**config.mk**
```make
export PLATFORM = sky130hd
export DESIGN_NAME = repair_source_least_used_select_unit
export DESIGN_NICKNAME = d
export VERILOG_FILES = /design/src/rtl/core/rslus_pkg.sv /design/src/rtl/core/rslus_node_store.sv /design/src/rtl/core/repair_source_least_used_select_unit.sv
export VERILOG_INCLUDE_DIRS = /design/src /design/src/rtl/core
export SDC_FILE = /design/constraint.sdc
export NUM_CORES = 2
export LEC_CHECK = 0
export BUFFER_PORTS_ARGS = -buffer_cell sky130_fd_sc_hd__buf_2
export CAP_MARGIN = 20
export CORE_MARGIN = 4
export CORE_UTILIZATION = 40
export DETAILED_ROUTE_END_ITERATION = 7
export PLACE_DENSITY_LB_ADDON = 0.3
export SLEW_MARGIN = 20
export SYNTH_ARGS = -nofsm -noshare
export SYNTH_HDL_FRONTEND = slang
export SYNTH_SLANG_ARGS = --single-unit
```
**constraint.sdc**
```tcl
create_clock -name i_clk -period 11.1 [get_ports i_clk]
set_input_delay 2.22 -clock i_clk [delete_from_list [all_inputs] [get_ports i_clk]]
set_output_delay 2.22 -clock i_clk [all_outputs]
set_load 0.005 [all_outputs]
```
**src/rtl/core/repair_source_least_used_select_unit_macros.svh**
```systemverilog
// Assertion helpers for the repair source selector.
// Each macro builds a clocked assertion on i_clk that is disabled in reset.
`ifndef REPAIR_SOURCE_LEAST_USED_SELECT_UNIT_MACROS_SVH
`define REPAIR_SOURCE_LEAST_USED_SELECT_UNIT_MACROS_SVH
`ifndef SYNTHESIS
`define RSLUS_ASSERT(lbl, expr) \
    lbl: assert property (@(posedge i_clk) disable iff (!i_rst_n) (expr)) \
        else $error("rslus assertion failed");
`define RSLUS_ASSERT_IMP(lbl, ante, cons) \
    lbl: assert property (@(posedge i_clk) disable iff (!i_rst_n) (ante) |-> (cons)) \
        else $error("rslus implication failed");
`else
`define RSLUS_ASSERT(lbl, expr)
`define RSLUS_ASSERT_IMP(lbl, ante, cons)
`endif
`endif

```
**src/rtl/core/rslus_pkg.sv**
```systemverilog
`timescale 1ns / 1ps
// ---------------------------------------------------------------------------
// rslus_pkg
// Types and constants shared by the repair source selector.
// ---------------------------------------------------------------------------
package rslus_pkg;

    localparam int CHUNKS      = 16;
    localparam int CIDX_W      = $clog2(CHUNKS);
    localparam int CCNT_W      = $clog2(CHUNKS + 1);
    localparam int NODES       = 64;
    localparam int NODE_AW     = $clog2(NODES);
    localparam int LIST_DEPTH  = 4096;
    localparam int LL_W        = $clog2(LIST_DEPTH + 1);
    localparam int POS_W       = 12;
    localparam int PC_W        = 16;
    localparam int MAX_RESULTS = 16;
    localparam int NRES_W      = $clog2(MAX_RESULTS + 1);

    localparam logic [PC_W-1:0] PC_MAX = {PC_W{1'b1}};
    localparam logic [LL_W-1:0] LL_FULL = LL_W'(LIST_DEPTH);
    localparam logic [POS_W-1:0] POS_LAST = POS_W'(LIST_DEPTH - 1);

    typedef enum logic [1:0] {
        CFG_DATA_CHUNKS     = 2'd0,
        CFG_FAIL_FIRST_NODE = 2'd1,
        CFG_FAIL_NODE_COUNT = 2'd2
    } t_cfg_idx;

    typedef struct packed {
        logic        command;
        logic [5:0]  node_id;
        logic [15:0] stripe_record;
        logic        last_chunk;
    } t_in_item;

    typedef struct packed {
        logic [3:0]  slot;
        logic [3:0]  chunk_index;
        logic [5:0]  picked_node;
        logic        is_failed;
        logic [11:0] list_position;
        logic [15:0] record_out;
        logic        list_full;
        logic        last_pick;
    } t_out_item;

    typedef struct packed {
        logic               clear;
        logic               rd_en;
        logic [NODE_AW-1:0] rd_addr;
        logic               pc_we;
        logic               ll_we;
        logic [NODE_AW-1:0] wr_addr;
        logic [PC_W-1:0]    pc_wdata;
        logic [LL_W-1:0]    ll_wdata;
    } t_store_req;

    typedef struct packed {
        logic [PC_W-1:0] pc;
        logic [LL_W-1:0] ll;
    } t_store_rsp;

endpackage

```
**src/rtl/core/rslus_node_store.sv**
```systemverilog
`timescale 1ns / 1ps
// ---------------------------------------------------------------------------
// rslus_node_store
// Per-node pick counts and task-list lengths in two synchronous memories.
// ---------------------------------------------------------------------------
module rslus_node_store
    import rslus_pkg::*;
(
    input  logic       i_clk,
    input  logic       i_rst_n,
    input  t_store_req i_req,
    output t_store_rsp o_rsp
);

    logic [PC_W-1:0] r_pc_mem [NODES];
    logic [LL_W-1:0] r_ll_mem [NODES];
    logic [NODES-1:0] r_pc_vld;
    logic [NODES-1:0] r_ll_vld;
    logic [PC_W-1:0] r_pc_q;
    logic [LL_W-1:0] r_ll_q;
    logic r_pc_qv;
    logic r_ll_qv;

    // An entry not written since the last clear reads as zero.
    always_ff @(posedge i_clk) begin
        if (!i_rst_n || i_req.clear) begin
            r_pc_vld <= '0;
            r_ll_vld <= '0;
        end else begin
            if (i_req.pc_we) r_pc_vld[i_req.wr_addr] <= 1'b1;
            if (i_req.ll_we) r_ll_vld[i_req.wr_addr] <= 1'b1;
        end
    end

    always_ff @(posedge i_clk) begin
        if (i_req.pc_we) r_pc_mem[i_req.wr_addr] <= i_req.pc_wdata;
        if (i_req.ll_we) r_ll_mem[i_req.wr_addr] <= i_req.ll_wdata;
        if (i_req.rd_en) begin
            r_pc_q  <= r_pc_mem[i_req.rd_addr];
            r_ll_q  <= r_ll_mem[i_req.rd_addr];
            r_pc_qv <= r_pc_vld[i_req.rd_addr];
            r_ll_qv <= r_ll_vld[i_req.rd_addr];
        end
    end

    assign o_rsp.pc = r_pc_qv ? r_pc_q : '0;
    assign o_rsp.ll = r_ll_qv ? r_ll_q : '0;

endmodule

```
**src/rtl/core/repair_source_least_used_select_unit.sv**
```systemverilog
`timescale 1ns / 1ps
// ---------------------------------------------------------------------------
// repair_source_least_used_select_unit
// Picks repair source chunks per stripe, balancing by per-node pick counts.
// ---------------------------------------------------------------------------
// Input channel (i_in_*): one transfer per chunk location or clear command.
// A clear command clears all per-node counts at once through valid bits.
// On the last chunk the unit stops accepting input and closes the stripe.
// It then reads each chunk's pick count from the node store. Each place of
// the sorted order then takes a select step, a scan over the buffered
// keys and a check step, plus an update step if it is picked.
// The failed-chunk scan follows, with a check and an update step per failed result.
// A final flush state ends the stripe.
// Output channel (o_out_*): results go out through an output register and
// one hold register; the final result of a stripe carries last_pick and
// leaves once the stripe is done. A stalled receiver pauses the sequencer
// before its next memory read; nothing is dropped.
// Reset returns the configuration to K=6, first failed node 0, F=1, and
// clears the chunk buffer and all per-node counts.
// ---------------------------------------------------------------------------
`include "repair_source_least_used_select_unit_macros.svh"

module repair_source_least_used_select_unit
    import rslus_pkg::*;
(
    input  logic       i_clk,
    input  logic       i_rst_n,
    input  logic       i_in_valid,
    output logic       o_in_ready,
    input  t_in_item   i_in_data,
    output logic       o_out_valid,
    input  logic       i_out_ready,
    output t_out_item  o_out_data,
    input  logic       i_cfg_we,
    input  logic [1:0] i_cfg_idx,
    input  logic [5:0] i_cfg_data
);

    typedef enum logic [7:0] {
        S_IDLE  = 8'b0000_0001,
        S_LOAD  = 8'b0000_0010,
        S_SEL   = 8'b0000_0100,
        S_SCAN  = 8'b0000_1000,
        S_CHK   = 8'b0001_0000,
        S_UPD   = 8'b0010_0000,
        S_FSCAN = 8'b0100_0000,
        S_FLUSH = 8'b1000_0000
    } t_state;

    t_state r_state, n_state;

    logic [3:0] r_k;
    logic [5:0] r_ffn;
    logic [3:0] r_f;

    logic [5:0]      r_nodes [CHUNKS];
    logic [PC_W-1:0] r_keys  [CHUNKS];
    logic [CHUNKS-1:0] r_taken;
    logic [CCNT_W-1:0] r_cnt;
    logic [15:0]       r_rec;

    logic [CCNT_W-1:0] r_idx;
    logic              r_ld_vld;
    logic [CIDX_W-1:0] r_ld_idx;
    logic [CCNT_W-1:0] r_i;
    logic [CCNT_W-1:0] r_j;
    logic [3:0]        r_picks;
    logic [NRES_W-1:0] r_nres;
    logic [NRES_W-1:0] r_fslot;
    logic              r_have;
    logic [CIDX_W-1:0] r_best;
    logic [PC_W-1:0]   r_bkey;
    logic [CIDX_W-1:0] r_ci;
    logic [NODE_AW-1:0] r_addr;
    logic              r_phase;

    t_out_item r_hold, r_out;
    logic      r_hold_vld, r_out_vld;

    t_store_req store_req;
    t_store_rsp store_rsp;

    logic              in_xfer, out_xfer, out_room, out_load;
    logic [4:0]        win_raw;
    logic [CCNT_W-1:0] win;
    logic              sel_go;
    logic              cand;
    logic [CIDX_W-1:0] scan_ci;
    logic [5:0]        ci_node, fs_node;
    logic              ci_failed, fs_failed;
    logic              chk_emit;
    logic              ll_full;
    t_out_item         new_res;
    t_out_item         hold_last;

    function automatic logic node_fail(input logic [5:0] node, input logic [5:0] first,
                                       input logic [3:0] count);
        logic [5:0] diff;
        diff = node - first;
        return (node >= first) && (diff < {2'b00, count});
    endfunction

    assign in_xfer  = i_in_valid && o_in_ready;
    assign out_xfer = r_out_vld && i_out_ready;
    assign out_room = !r_out_vld || i_out_ready;
    assign o_in_ready  = (r_state == S_IDLE);
    assign o_out_valid = r_out_vld;
    assign o_out_data  = r_out;

    // The hold register moves into the output register on an update, or
    // at the end of the stripe once the output register has room.
    assign out_load = r_hold_vld &&
                      ((r_state == S_UPD) || ((r_state == S_FLUSH) && out_room));

    assign win_raw = {1'b0, r_k} + {1'b0, r_f};
    assign win     = (CCNT_W'(win_raw) > r_cnt) ? r_cnt : CCNT_W'(win_raw);
    assign sel_go  = (r_i < win) && (r_picks < r_k);

    assign cand    = !r_taken[r_j[CIDX_W-1:0]] &&
                     (!r_have || (r_keys[r_j[CIDX_W-1:0]] < r_bkey));
    assign scan_ci = cand ? r_j[CIDX_W-1:0] : r_best;

    assign ci_node   = r_nodes[r_ci];
    assign ci_failed = node_fail(ci_node, r_ffn, r_f);
    assign fs_node   = r_nodes[r_j[CIDX_W-1:0]];
    assign fs_failed = node_fail(fs_node, r_ffn, r_f);

    // The output register must be free by the update cycle if the hold
    // register is to move into it then.
    assign chk_emit = (r_phase || !ci_failed) && (!r_hold_vld || out_room);

    assign ll_full = (store_rsp.ll == LL_FULL);

    always_comb begin
        new_res.slot          = r_phase ? r_fslot[3:0] : (r_f + r_picks);
        new_res.chunk_index   = r_ci;
        new_res.picked_node   = ci_node;
        new_res.is_failed     = r_phase;
        new_res.list_position = ll_full ? POS_LAST : store_rsp.ll[POS_W-1:0];
        new_res.record_out    = r_rec;
        new_res.list_full     = ll_full;
        new_res.last_pick     = 1'b0;
    end

    always_comb begin
        hold_last           = r_hold;
        hold_last.last_pick = 1'b1;
    end

    always_comb begin
        store_req          = '0;
        store_req.clear    = in_xfer && i_in_data.command;
        store_req.wr_addr  = r_addr;
        store_req.pc_wdata = store_rsp.pc + PC_W'(1);
        store_req.ll_wdata = store_rsp.ll + LL_W'(1);
        unique case (r_state)
            S_LOAD: begin
                store_req.rd_en   = (r_idx < r_cnt);
                store_req.rd_addr = r_nodes[r_idx[CIDX_W-1:0]][NODE_AW-1:0];
            end
            S_CHK: begin
                store_req.rd_en   = chk_emit;
                store_req.rd_addr = ci_node[NODE_AW-1:0];
            end
            S_UPD: begin
                store_req.pc_we = !r_phase && (store_rsp.pc != PC_MAX);
                store_req.ll_we = !ll_full;
            end
            default: begin
            end
        endcase
    end

    rslus_node_store u_store (
        .i_clk   (i_clk),
        .i_rst_n (i_rst_n),
        .i_req   (store_req),
        .o_rsp   (store_rsp)
    );

    always_comb begin
        n_state = r_state;
        unique case (r_state)
            S_IDLE:  if (in_xfer && !i_in_data.command && i_in_data.last_chunk) n_state = S_LOAD;
            S_LOAD:  if (r_idx == r_cnt && !r_ld_vld) n_state = S_SEL;
            S_SEL:   n_state = sel_go ? S_SCAN : S_FSCAN;
            S_SCAN:  if (r_j == r_cnt - CCNT_W'(1)) n_state = S_CHK;
            S_CHK: begin
                if (!r_phase && ci_failed) n_state = S_SEL;
                else if (chk_emit)        n_state = S_UPD;
            end
            S_UPD:   n_state = r_phase ? S_FSCAN : S_SEL;
            S_FSCAN: begin
                if (r_j == r_cnt || r_nres == NRES_W'(MAX_RESULTS)) n_state = S_FLUSH;
                else if (fs_failed) n_state = S_CHK;
            end
            S_FLUSH: if (!r_hold_vld || out_room) n_state = S_IDLE;
            default: n_state = S_IDLE;
        endcase
    end

    always_ff @(posedge i_clk) begin
        if (!i_rst_n) begin
            r_state    <= S_IDLE;
            r_k        <= 4'd6;
            r_ffn      <= 6'd0;
            r_f        <= 4'd1;
            r_cnt      <= '0;
            r_nres     <= '0;
            r_ld_vld   <= 1'b0;
            r_hold_vld <= 1'b0;
            r_out_vld  <= 1'b0;
        end else begin
            r_state <= n_state;

            if (i_cfg_we) begin
                case (t_cfg_idx'(i_cfg_idx))
                    CFG_DATA_CHUNKS:     r_k   <= i_cfg_data[3:0];
                    CFG_FAIL_FIRST_NODE: r_ffn <= i_cfg_data;
                    CFG_FAIL_NODE_COUNT: r_f   <= i_cfg_data[3:0];
                    default: ;
                endcase
            end

            if (out_load)      r_out_vld <= 1'b1;
            else if (out_xfer) r_out_vld <= 1'b0;

            unique case (r_state)
                S_IDLE: begin
                    if (in_xfer) begin
                        if (i_in_data.command) begin
                            r_cnt <= '0;
                        end else begin
                            if (r_cnt < CCNT_W'(CHUNKS)) begin
                                r_nodes[r_cnt[CIDX_W-1:0]] <= i_in_data.node_id;
                                r_cnt <= r_cnt + CCNT_W'(1);
                            end
                            r_rec    <= i_in_data.stripe_record;
                            r_idx    <= '0;
                            r_ld_vld <= 1'b0;
                        end
                    end
                end
                S_LOAD: begin
                    if (r_ld_vld) r_keys[r_ld_idx] <= store_rsp.pc;
                    r_ld_vld <= store_req.rd_en;
                    r_ld_idx <= r_idx[CIDX_W-1:0];
                    if (store_req.rd_en) r_idx <= r_idx + CCNT_W'(1);
                    r_taken <= '0;
                    r_i     <= '0;
                    r_picks <= '0;
                    r_nres  <= '0;
                    r_fslot <= '0;
                    r_phase <= 1'b0;
                end
                S_SEL: begin
                    r_j    <= '0;
                    r_have <= 1'b0;
                    if (!sel_go) r_phase <= 1'b1;
                end
                S_SCAN: begin
                    r_best <= scan_ci;
                    if (cand) begin
                        r_have <= 1'b1;
                        r_bkey <= r_keys[r_j[CIDX_W-1:0]];
                    end
                    r_j <= r_j + CCNT_W'(1);
                    if (r_j == r_cnt - CCNT_W'(1)) begin
                        r_ci <= scan_ci;
                        r_taken[scan_ci] <= 1'b1;
                        r_i <= r_i + CCNT_W'(1);
                    end
                end
                S_CHK: begin
                    r_addr <= ci_node[NODE_AW-1:0];
                end
                S_UPD: begin
                    if (r_hold_vld) r_out <= r_hold;
                    r_hold     <= new_res;
                    r_hold_vld <= 1'b1;
                    r_nres     <= r_nres + NRES_W'(1);
                    if (r_phase) begin
                        r_fslot <= r_fslot + NRES_W'(1);
                        r_j     <= r_j + CCNT_W'(1);
                    end else begin
                        r_picks <= r_picks + 4'd1;
                    end
                end
                S_FSCAN: begin
                    if (!(r_j == r_cnt || r_nres == NRES_W'(MAX_RESULTS))) begin
                        if (fs_failed) r_ci <= r_j[CIDX_W-1:0];
                        else           r_j  <= r_j + CCNT_W'(1);
                    end
                end
                S_FLUSH: begin
                    if (!r_hold_vld || out_room) begin
                        if (r_hold_vld) r_out <= hold_last;
                        r_hold_vld <= 1'b0;
                        r_cnt      <= '0;
                    end
                end
                default: ;
            endcase
        end
    end

    `RSLUS_ASSERT_IMP(a_upd_out_free, (r_state == S_UPD) && r_hold_vld, !r_out_vld)
    `RSLUS_ASSERT(a_nres_bound, r_nres <= NRES_W'(MAX_RESULTS))
    `RSLUS_ASSERT(a_cnt_bound, r_cnt <= CCNT_W'(CHUNKS))
    `RSLUS_ASSERT_IMP(a_idle_no_hold, r_state == S_IDLE, !r_hold_vld)

endmodule
```
# == Word level (Yosys, flattened, before mapping) ==
# Memories as Yosys holds them, arrays and structs flattened. A register that Yosys moved wholly into a read port is not among the register bits.
# Cells that the tools add are included.
# word_totals
wordCells,269
latchBits,0
in_bits,37
mem_bits_rw,2208
output_inout_bits,47
mem_count,4
regBits,346
rom_bits,0
# op_classes
n_lt_le_gt_ge,16
shift,0
n_mux,87
eq_ne,35
bitwise_logic,4
multipliers,0
div_mod_pow,0
n_reduce_logical,67
n_addsub,14
# memory_table
memory,depth,width,rd,rd_clocked_by_memory_dff,write_ports,line_no,text
u_store.r_pc_mem,64,16,1,1,1,rslus_node_store.sv:15,logic [PC_W-1:0] r_pc_mem [NODES];
u_store.r_ll_mem,64,13,1,1,1,rslus_node_store.sv:16,logic [LL_W-1:0] r_ll_mem [NODES];
r_keys,16,16,1,1,1,repair_source_least_used_select_unit.sv:57,logic [PC_W-1:0] r_keys [CHUNKS];
r_nodes,16,6,3,3,1,repair_source_least_used_select_unit.sv:56,logic [5:0] r_nodes [CHUNKS];
# ops
op,count
$mux W45,3
$or A64 B64 Y64,2
$pmux W45 S2,1
$mux W5,13
$mux W8,8
$pmux W8 S8,1
$pmux W5 S2,5
$mux W4,10
$mux W16,2
$pmux W16 S2,1
$add A5 B1 Y5 const B,6
$mux W1,26
$ne A2 B2 Y1 const B,13
$reduce_and A3 Y1,7
$pmux W5 S4,1
$reduce_and A5 Y1,4
$reduce_bool A2 Y1,9
$logic_and A1 B1 Y1,17
$add A16 B1 Y16 const B,1
$lt A16 B16 Y1,1
$ne A16 B16 Y1 const B,1
$or A16 B16 Y16,1
$pmux W4 S2,2
$reduce_and A2 Y1,8
other kinds (48),80

# == Depth between registers and ports, before layout ==
# depth
word_depth,12
ltp_mapped,19
ltp_nobuf,17

# == Hierarchy ==
# A second synthesis with hierarchy kept.
# unflattened
cells_unflattened,5050
area_unflattened_um2,102473.3
# by_module_without_submodules
mod,n_inst,cells_per_inst,seq_area_each_um2,area_per_inst_um2
rslus_node_store,1,3538,59226.8,76674.8
repair_source_least_used_select_unit,1,1512,16916.2,25798.5

# == Worst setup path after synthesis ==
# OpenSTA, ideal clock, no wires.
# synth_path
path_type,input to register
from,input i_rst_n
to,register r_out (netlist bit o_out_data[0]) (enable)
stages,3
n_path_buf,1
t_required_ns,10.597
setup_time_ns,0.503
path_slack_ns,4.980
arrival_time_ns,5.617
cell_sequence,inv_1 > clkbuf_1 > nor3_1
# synth_via
elab_chain_len,1
# synth_rtl
item,line_no,text
from (decl),repair_source_least_used_select_unit.sv:27,"input logic i_rst_n,"
$reduce_and A5 Y1 (no source line),n/a,
to (signal assigned),repair_source_least_used_select_unit.sv:278,if (r_hold_vld) r_out <= r_hold;
to (signal assigned),repair_source_least_used_select_unit.sv:297,if (r_hold_vld) r_out <= hold_last;
to (decl),repair_source_least_used_select_unit.sv:77,"t_out_item r_hold, r_out;"
# No other way between the ends.
# A chain may end at the register's enable or synchronous reset.

# == Worst setup path in the final report ==
# layout_path
from,register r_state[0]
to,register u_store.r_pc_q[0] (read register of u_store.r_pc_mem) (data pin)
# layout_via
elab_chain_len,2
elab_cells_between_ends,3
cone_classes,eq/ne: 2; mux: 1
# layout_rtl
item,line_no,text
from (decl),repair_source_least_used_select_unit.sv:50,"t_state r_state, n_state;"
from (signal assigned),repair_source_least_used_select_unit.sv:214,r_state <= n_state;
$eq A8 B5 Y1 or $eq A8 B2 Y1 (tied branches),repair_source_least_used_select_unit.sv:156,unique case (r_state)
$pmux W7 S2 (*),repair_source_least_used_select_unit.sv:156,
to (decl),rslus_node_store.sv:19,logic [PC_W-1:0] r_pc_q;
# Every way passes the cells marked *; elsewhere a longest branch is shown, timed or not.

==> results.yml <==
flow_run:
  maxCapViolations: 0
floorplan:
  io-pin-count: 84
  die-area_mm2: 0.2677
  die_y_um: 517.4
  die_x_um: 517.4
  rows: 186
  core-area_mm2: 0.2576
  start_util_pct: 40.29
synth:
  yosys-top-cells-count: "edfxtp_1 (2419), nand2_1 (1659), nand3_1 (431), a21oi_1 (413), nor2_1 (241)"
  yosys.area.top_type: "edfxtp_1"
  synth_seq_cells: 2594
  yosysUniqueCellTypes: 72
  synthMostInstantiatedCell: "edfxtp_1"
  syn_area_mm2: 0.1038
  async_reset_ff_share_pct: 0
  synth_cells: 7348
  synth_top_area_share_pct: 69.99
  synth_fp_nets: 7462
  synth_edf_count: 2419
  synth-main-ff-cell: "edfxtp_1"
  ys_seq_area_share_pct: 73.36
  synth.yosys.warnings: 0
  yosys-top-cells-area: "edfxtp_1 (70%), nand2_1 (6.0%), mux4_2 (3.6%)"
  synth.avg_cell_area_um2: 14.12
sta:
  max_freq_mhz: 158.2
  period_needed_ns: 6.322
  rsz0062_at_grt: "false"
  final-hold-violation-count: 0
  max-slew-margin-rel_pct: 19.28
  slew_viol_final: 0
  timing.final.crit_share_pct: 56.96
  hold_ws_ns: 0.4170
  finalSetupTns_ns: 0
  timing.final.ws_setup_ns: 4.778
  setup_viol: 0
  tightest_slew_ns: 1.202
  finClkSkew_ns: 0.07515
critical_path:
  path_delay_family: "simple AND/OR/NAND/NOR gates"
  crit_fanout: 78
  cp.required_ns: 11.80
  reg2reg_slack_ns: 4.78
  worst_path_max_delay_cell: "nor3_1"
  worst_setup_path_start_kind: "flip-flop"
  r2r_end: "u_store.r_pc_q[0]"
  crit_chain: "nor4b_2 -> nand2_1 -> a211oi_4 -> buf_4 -> or3_4 -> buf_4 -> nand2_1 -> a32oi_1 -> a31oi_1 -> nor3_1 -> a22o_1"
  crit_cells: 11
  reg2regPathDepth: 11
  end_kind: "flip-flop"
  crit_arrival_ns: 7.02
  r2r_start: "r_state[0]"
  cpPeakStageDelay_ns: 0.99
  worst-path-buf-inv: 2
  worstSetupPathType: "flip-flop to flip-flop"
cts:
  ctsResizeCount: 0
  clk_latency_ns: 0.88
  clock-sinks: 2594
  clock_tree.buffer_depth: 4
  tritoncts: "yes"
  path_clk_slew_ns: 0.06
  cts_hold_buffers: 0
  htree_levels: 5
  cts-buffers-inserted: 279
  root_buffer: "clkbuf_16"
  post_cts_buffers: 0
drt:
  wl_per_cell_um: 26.77
  wl_mm: 296.4
  first_iter_violations: 8356
  vias_per_cell: 5.813
  via_count: 64360
  firstDrtPassIters: 6
  postRouteAntennaNets: 0
  drc_errors: 0
global_routing:
  grt_max_degree: 195
  overflow: 0
  grt_pass1_vias: 61330
  grt_pass1_wl_mm: 429.2
  grt_util_all_layers_pct: 21.62
  antenna_found_initial: 11
power_and_ir_drop:
  irDropWorstVdd_mv: 0.1227
  leakagePower_uw: 0.03924
  power_density_mw_per_mm2: 168.2
placed_design:
  gp_congestion: 0.8534
  pre_cts_ws_ns: 4.997
  portBuffers: 83
  dp_hpwl_mm: 168.5
layout:
  area_delta_synth_final_pct: 13.53
  drive_above_1_share_pct: 13.42
  nNetsFinal: 7582
run_status:
  outcome: "finished, final reports clean"
hold_path:
  min_from: "hold_last[40]"
  hp-class: "flip-flop to flip-flop"
  whs_path_depth: 0
  whs_endpoint: "o_out_data[40]"
[worst max path at each step]
stage	slack [ns]	startpoint	to
after floorplan	4.98	i_rst_n	o_out_data[0]
after global placement	4.90	r_state[0]	u_store.r_pc_q[7]
after detailed placement	5.00	r_state[0]	u_store.r_pc_q[0]
after CTS	4.98	r_state[0]	u_store.r_pc_q[0]
after global routing	4.63	r_state[0]	u_store.r_pc_q[0]
final	4.78	r_state[0]	u_store.r_pc_q[0]
[final cells by class]
cell class                      count  area (um^2)
Fill cell                       22250       139800
Sequential cell                  2594        76150
Multi-Input combinational cell   4221        26100
Clock buffer                      371         7750
Tap cell                         3384         4234
Timing Repair Buffer              293         2180
Clock inverter                    127         1115
Inverter                           79        296.5
Antenna cell                        3        7.507
[registers in the layout (all words and copies together) (netlist names), 5 cells and up, named ones only]
| register | flops |
|---|---|
| u_store.r_pc_mem | 1024 |
| u_store.r_ll_mem | 832 |
| r_keys | 256 |
| r_nodes | 96 |
| u_store.r_ll_vld | 64 |
| u_store.r_pc_vld | 64 |
| o_out_data | 45 |
| hold_last | 44 |
| r_bkey | 16 |
| r_rec | 16 |
| r_taken | 16 |
| u_store.r_pc_q | 16 |
| u_store.r_ll_q | 13 |
| r_state | 8 |
| r_addr | 6 |
| r_ffn | 6 |
| r_cnt | 5 |
| r_i | 5 |
| r_idx | 5 |
| r_j | 5 |
| r_nres | 5 |
[placed cells by master (no fill, tap or decap), drive strengths merged, types with 26 or more instances in the layout]
cell,instances
a21oi,415
a221oi,43
a22o,35
a22oi,64
a31oi,229
a32oi,117
and2,32
buf,293
clkbuf,371
clkinv,87
dfxtp,175
edfxtp,2419
ha,73
inv,93
mux2i,114
mux4,167
nand2,1659
nand3,431
nand4,52
nor2,242
nor2b,70
nor3,63
o21a,133
o21ai,30
xnor2,26
xor2,26
[per-stage QoR]
stage	utilization [%]	cells	instance area [um^2]	total power, uW
finish	45.74	11070	117800	19820
global route	45.74	11070	117800	20380
CTS	45.73	11070	117800	19950
detailed placement	42.29	10570	108900	10960
global placement	42.26	10570	108900	10950
floorplan	-	7348	103800	10880
[logic make-up (layout without fill, tap and decap cells)]
kind of cell               after synthesis  in the layout  synth area share, %
AOI/OAI and AO/OA                     1146           1146                7.238
other                                    0              3                    0
buffers and inverters                  533            870                2.201
DFF                                   2594           2594                73.36
muxes                                  305            305                4.987
and+or+nand+nor                       2641           2641                10.81
adders and majority gates               77             77               0.9572
xor gates and xnor gates                52             52               0.4388
[worst register-to-register path: cells and delay by family, from the launching register on]
family | cells | cell delay (ns)
AO/OA/AOI/OAI | 4 | 1.04
buffers and inverters | 2 | 1.62
flip-flops | 1 | 0.35
AND/OR/NAND/NOR | 5 | 3.18
[per-layer routing]
| layer | GRT usage, % | up-vias | share of wire (%) |
|---|---|---|---|
| li1 | - | 27890 | - |
| met2 | 34.83 | 3223 | 47 |
| met5 | 0 | - | 0.023 |
| met1 | 29.80 | 32690 | 40 |
| met4 | 7.283 | 4 | 3.5 |
| met3 | 3.783 | 550 | 9.0 |
[where the power goes]
part / internal (uW) / switching, uW / leakage [uW]
clock: 5310 / 3760 / 0.00432
sequential: 10500 / 9.63 / 0.0233
combinational: 66.8 / 131 / 0.0116
total: 15900 / 3900 / 0.0392
Power figures use the tool's default switching activity.
